**src/rtl/bb3_ram.sv**
```systemverilog
module bb3_ram #(
    parameter int WIDTH = 8,
    parameter int DEPTH = 16
) (
    input  logic                     aclk,
    input  logic                     wr_en,
    input  logic [$clog2(DEPTH)-1:0] wr_addr,
    input  logic [WIDTH-1:0]         wr_data,
    input  logic [$clog2(DEPTH)-1:0] rd_addr,
    output logic [WIDTH-1:0]         rd_data
);

    logic [WIDTH-1:0] mem_reg [DEPTH];
    logic [WIDTH-1:0] rd_data_reg;

    // single write port, registered read
    always_ff @(posedge aclk) begin
        if (wr_en) begin
            mem_reg[wr_addr] <= wr_data;
        end
        rd_data_reg <= mem_reg[rd_addr];
    end

    assign rd_data = rd_data_reg;

endmodule

```
**config.mk**
```make
export PLATFORM = sky130hd
export DESIGN_NAME = bb3_ram
export DESIGN_NICKNAME = d
export VERILOG_FILES = /design/src/rtl/bb3_ram.sv
export SDC_FILE = /design/constraint.sdc
export NUM_CORES = 1
export LEC_CHECK = 0
export ABC_CLOCK_PERIOD_IN_PS = 2200
export BUFFER_PORTS_ARGS = -buffer_cell sky130_fd_sc_hd__buf_2
export CORE_MARGIN = 2
export CORE_UTILIZATION = 35
export DETAILED_ROUTE_END_ITERATION = 12
export PLACE_DENSITY_LB_ADDON = 0.15
export REMOVE_ABC_BUFFERS = 1
export SLEW_MARGIN = 25
export SYNTH_ARGS = -nofsm -noshare
export SYNTH_HDL_FRONTEND = slang
export SYNTH_SLANG_ARGS = --single-unit
export TNS_END_PERCENT = 100
```
**constraint.sdc**
```tcl
create_clock -name aclk -period 2.2 [get_ports aclk]
set_input_delay 0.33 -clock aclk [delete_from_list [all_inputs] [get_ports aclk]]
set_output_delay 0.33 -clock aclk [all_outputs]
set_load 0.01 [all_outputs]
```
Word level (Yosys, flattened, before mapping):

Memory sizes are Yosys's and may differ from the RTL's. A register that Yosys moved wholly into a read port is not among the register bits.
Index checks and enable logic that the tools add are counted.

* flip-flop bits (word level): 0
* memory bits (writable): 128
* bits of input ports: 18
* output and inout bits: 8
* logic and storage cells: 3
* memories kept: 1

* muxes and demuxes: 2

Memory list
* mem_reg: depth 16, bits a word 8, rd ports 1, clocked after memory_dff 1, write ports 1, line 13 `logic [WIDTH-1:0] mem_reg [DEPTH];`

Operators with widths (number)
* 1-bit two-way mux: 2

Depth between registers and ports, before layout:

* depth after elaboration: 2
* depth in mapped cells: 5
* gate-level depth less buffers: 3

Worst setup path before layout:

No wires, ideal clock.

* path type: input -> register
* from: input wr_addr[2]
* to: memory mem_reg[0][0], enable pin
* library setup time: 0.383 ns
* data arrival time: 1.440 ns
* required time: 1.817 ns
* slack: 0.377 ns
* stages: 2
* buffers on the path: 0
* cell sequence: or3b_2 -> nor3_1

RTL lines
* from (decl): line 7 `input logic [$clog2(DEPTH)-1:0] wr_addr,`
* to (decl): line 13

Straight into the memory's write port.

==> out/summary.txt <==
Overflow after GRT -> 0
DRT iter0 DRCs -> 211
CP max FO -> 32
maximum clock insertion buffer count -> 2
Die W -> 125 um
Yosys cell types -> 19
Global Route met3 Usage -> 0.0462
share of cells above drive strength 1 -> 0.321
Gate power share -> 0.044
die height -> 125 um
Final Hold Fails -> 0
unrepaired setup endpoints after global routing -> false
maximum vdd drop -> 0.546 mV
required time of the critical path -> 2.49 ns
clock buffer count from CTS -> 17
starting density of the core -> 0.357
Vias -> 2,370
postcts setup bufs -> 0
DRC Markers -> 0
first-pass GRT wire length -> 15.8 mm
Final setup viols -> 0
power density cells -> 999 nW/um^2
sequential area share after synthesis -> 0.778
cts repair resizes -> 0
H-tree depth -> 4
non-filler cells, final -> 480
P_sw -> 1.19 mW
CP Capture Type -> flop
Post-Route Utilization -> 0.432
post-route ant nets -> 0
Setup CP Type -> input port to flop
Clock power frac -> 0.487
area grow syn2layout -> 21.1%
post-route cell area -> 6230 um^2
Routed WL -> 10.3 mm
drt via density -> 4.94
max reg flops -> 128
Die Area -> 15,700 um^2
boundary pin count -> 26
Mapped Area -> 5150 um^2
footprint of the multi-input gates -> 1060 um^2
Top Usage Layer GRT -> met2
Max Slew Vio Count -> 0
fin nets -> 301
area post-placement -> 5590 um^2
outcome -> complete, no violations
Startpoint Class -> input port
Slew @ Worst Pin -> 0.435 ns
vias in the first global route -> 2,593
Max-slew headroom -> 0.710
worst hold margin -> 0.300 ns
CTS sink count -> 136
number of flops mapped to enable cells by yosys -> 128
Leak -> 2.11 nW
CP arrival -> 1.74 ns
fill cell count -> 1,268
min Tclk post-route -> 1.45 ns
Hold Buf Count CTS -> 0
most common cell in the netlist -> edfxtp_1
synth cell count leaders -> edfxtp_1 (128), mux4_2 (18), a22oi_1 (16)
register share of total power -> 0.468
dpl hpwl -> 6.30 mm
achievable frequency -> 692 MHz
clk root buf -> clkbuf_16
DR pass1 iterations -> 4
row cnt -> 44
Tcrit/Tclk final -> 0.657
internal power -> 5.04 mW
Sequential Area -> 4000 um^2
CTS tree -> built
switch share -> 0.191
initial antenna violation count -> 0
clk_lat worst skew -> 0.42 ns
Worst Clk Skew -> 0.00510 ns
setup_tns -> 0 ns
Syn. warnings -> 0
top_reg_cell synth -> edfxtp_1
asr flop ratio synth -> 0
routing usage on met1 -> 0.187
DP Cell Count -> 448
n_diodes -> 0
Synth area leader -> edfxtp_1
max_cap viols -> 0
met2 GRT Util -> 0.221
Core ar. -> 14,400 um^2
DR WL/cell -> 21.4 um
PortBufs -> 25
Yosys top cell area share -> 0.747
pin count of the biggest net entering global routing -> 33
largest cells by area after synthesis -> edfxtp_1 (75%), mux4_2 (7.9%), mux4_1 (7.1%)
Syn Inst Count -> 229
gpl congestion -> 0.678
GRT Util Overall -> 0.144
Worst-path clk slew -> 0.06 ns
worst hold path type -> input port to flop
Synth Register Bits -> 136
mean area per synthesized cell -> 22.5 um^2
cells in the final DEF (no fill, tap or decap), types with 5 or more instances in the layout:
| master | synthesis | routed |
|---|---|---|
| bufinv_16 | 0 | 5 |
| buf_2 | 3 | 25 |
| dfxtp_1 | 8 | 8 |
| clkbuf_16 | 0 | 17 |
| mux4_2 | 18 | 18 |
| edfxtp_1 | 128 | 128 |
| nand2_1 | 9 | 9 |
| mux4_1 | 14 | 14 |
| buf_4 | 1 | 18 |
| a22oi_1 | 16 | 16 |
| nor2_1 | 13 | 13 |
power by group through the flow:
stage	Combinational [mW]	Clock [mW]	Sequential, mW
finish	0.275	3.04	2.92
detailed placement	0.283	0	2.97
global route	0.305	3.21	2.92
global placement	0.280	0	2.97
floorplan	0.116	0	2.97
CTS	0.284	3.10	2.92
cell families after synthesis:
| group | Yosys count | synth area share |
|---|---|---|
| DFF | 136 | 0.778 |
| buffers and inverters | 10 | 0.0168 |
| and+or+nand+nor | 35 | 0.0318 |
| AOI/OAI and AO/OA | 16 | 0.0233 |
| muxes | 32 | 0.150 |
routing by layer:
layer,up-vias,part of all wire
met1,1222,0.47
li1,1079,-
met2,51,0.47
met4,0,0.026
met3,18,0.039
met5,-,0
critical path, cell delays in order:
cell     delay, ns
buf_2         0.10
buf_12        0.25
mux4_1        0.58
a22oi_1       0.36
nand2_1       0.08
worst paths after layout:
check                                  end  slack [ns]  depth (start not counted)                startpoint
hold / removal    mem_reg[12][5]$_DFFE_PP_        0.30                          1                wr_data[5]
setup reg to reg        rd_data[3]$_DFF_P_        0.78                          3   mem_reg[9][3]$_DFFE_PP_
setup / recovery        rd_data[3]$_DFF_P_        0.75                          5                rd_addr[0]
hold reg to reg         rd_data[7]$_DFF_P_        0.67                          3  mem_reg[14][7]$_DFFE_PP_
area by class of cell:
cell class | instances | share of cell area
multi-input combinational | 83 | 0.170
sequential | 136 | 0.642
tap | 184 | 0.0369
clock inverter | 14 | 0.0327
clock buffer | 18 | 0.0704
timing repair buffer | 45 | 0.0482
metrics by stage:
step                worst slack, ns  power (mW)
floorplan                     0.377        3.09
detailed placement            0.297        3.25
global route                  0.708        6.43
finish                        0.754        6.23
global placement              0.295        3.25
CTS                           0.743        6.30
(Power assumes the default switching activity.)
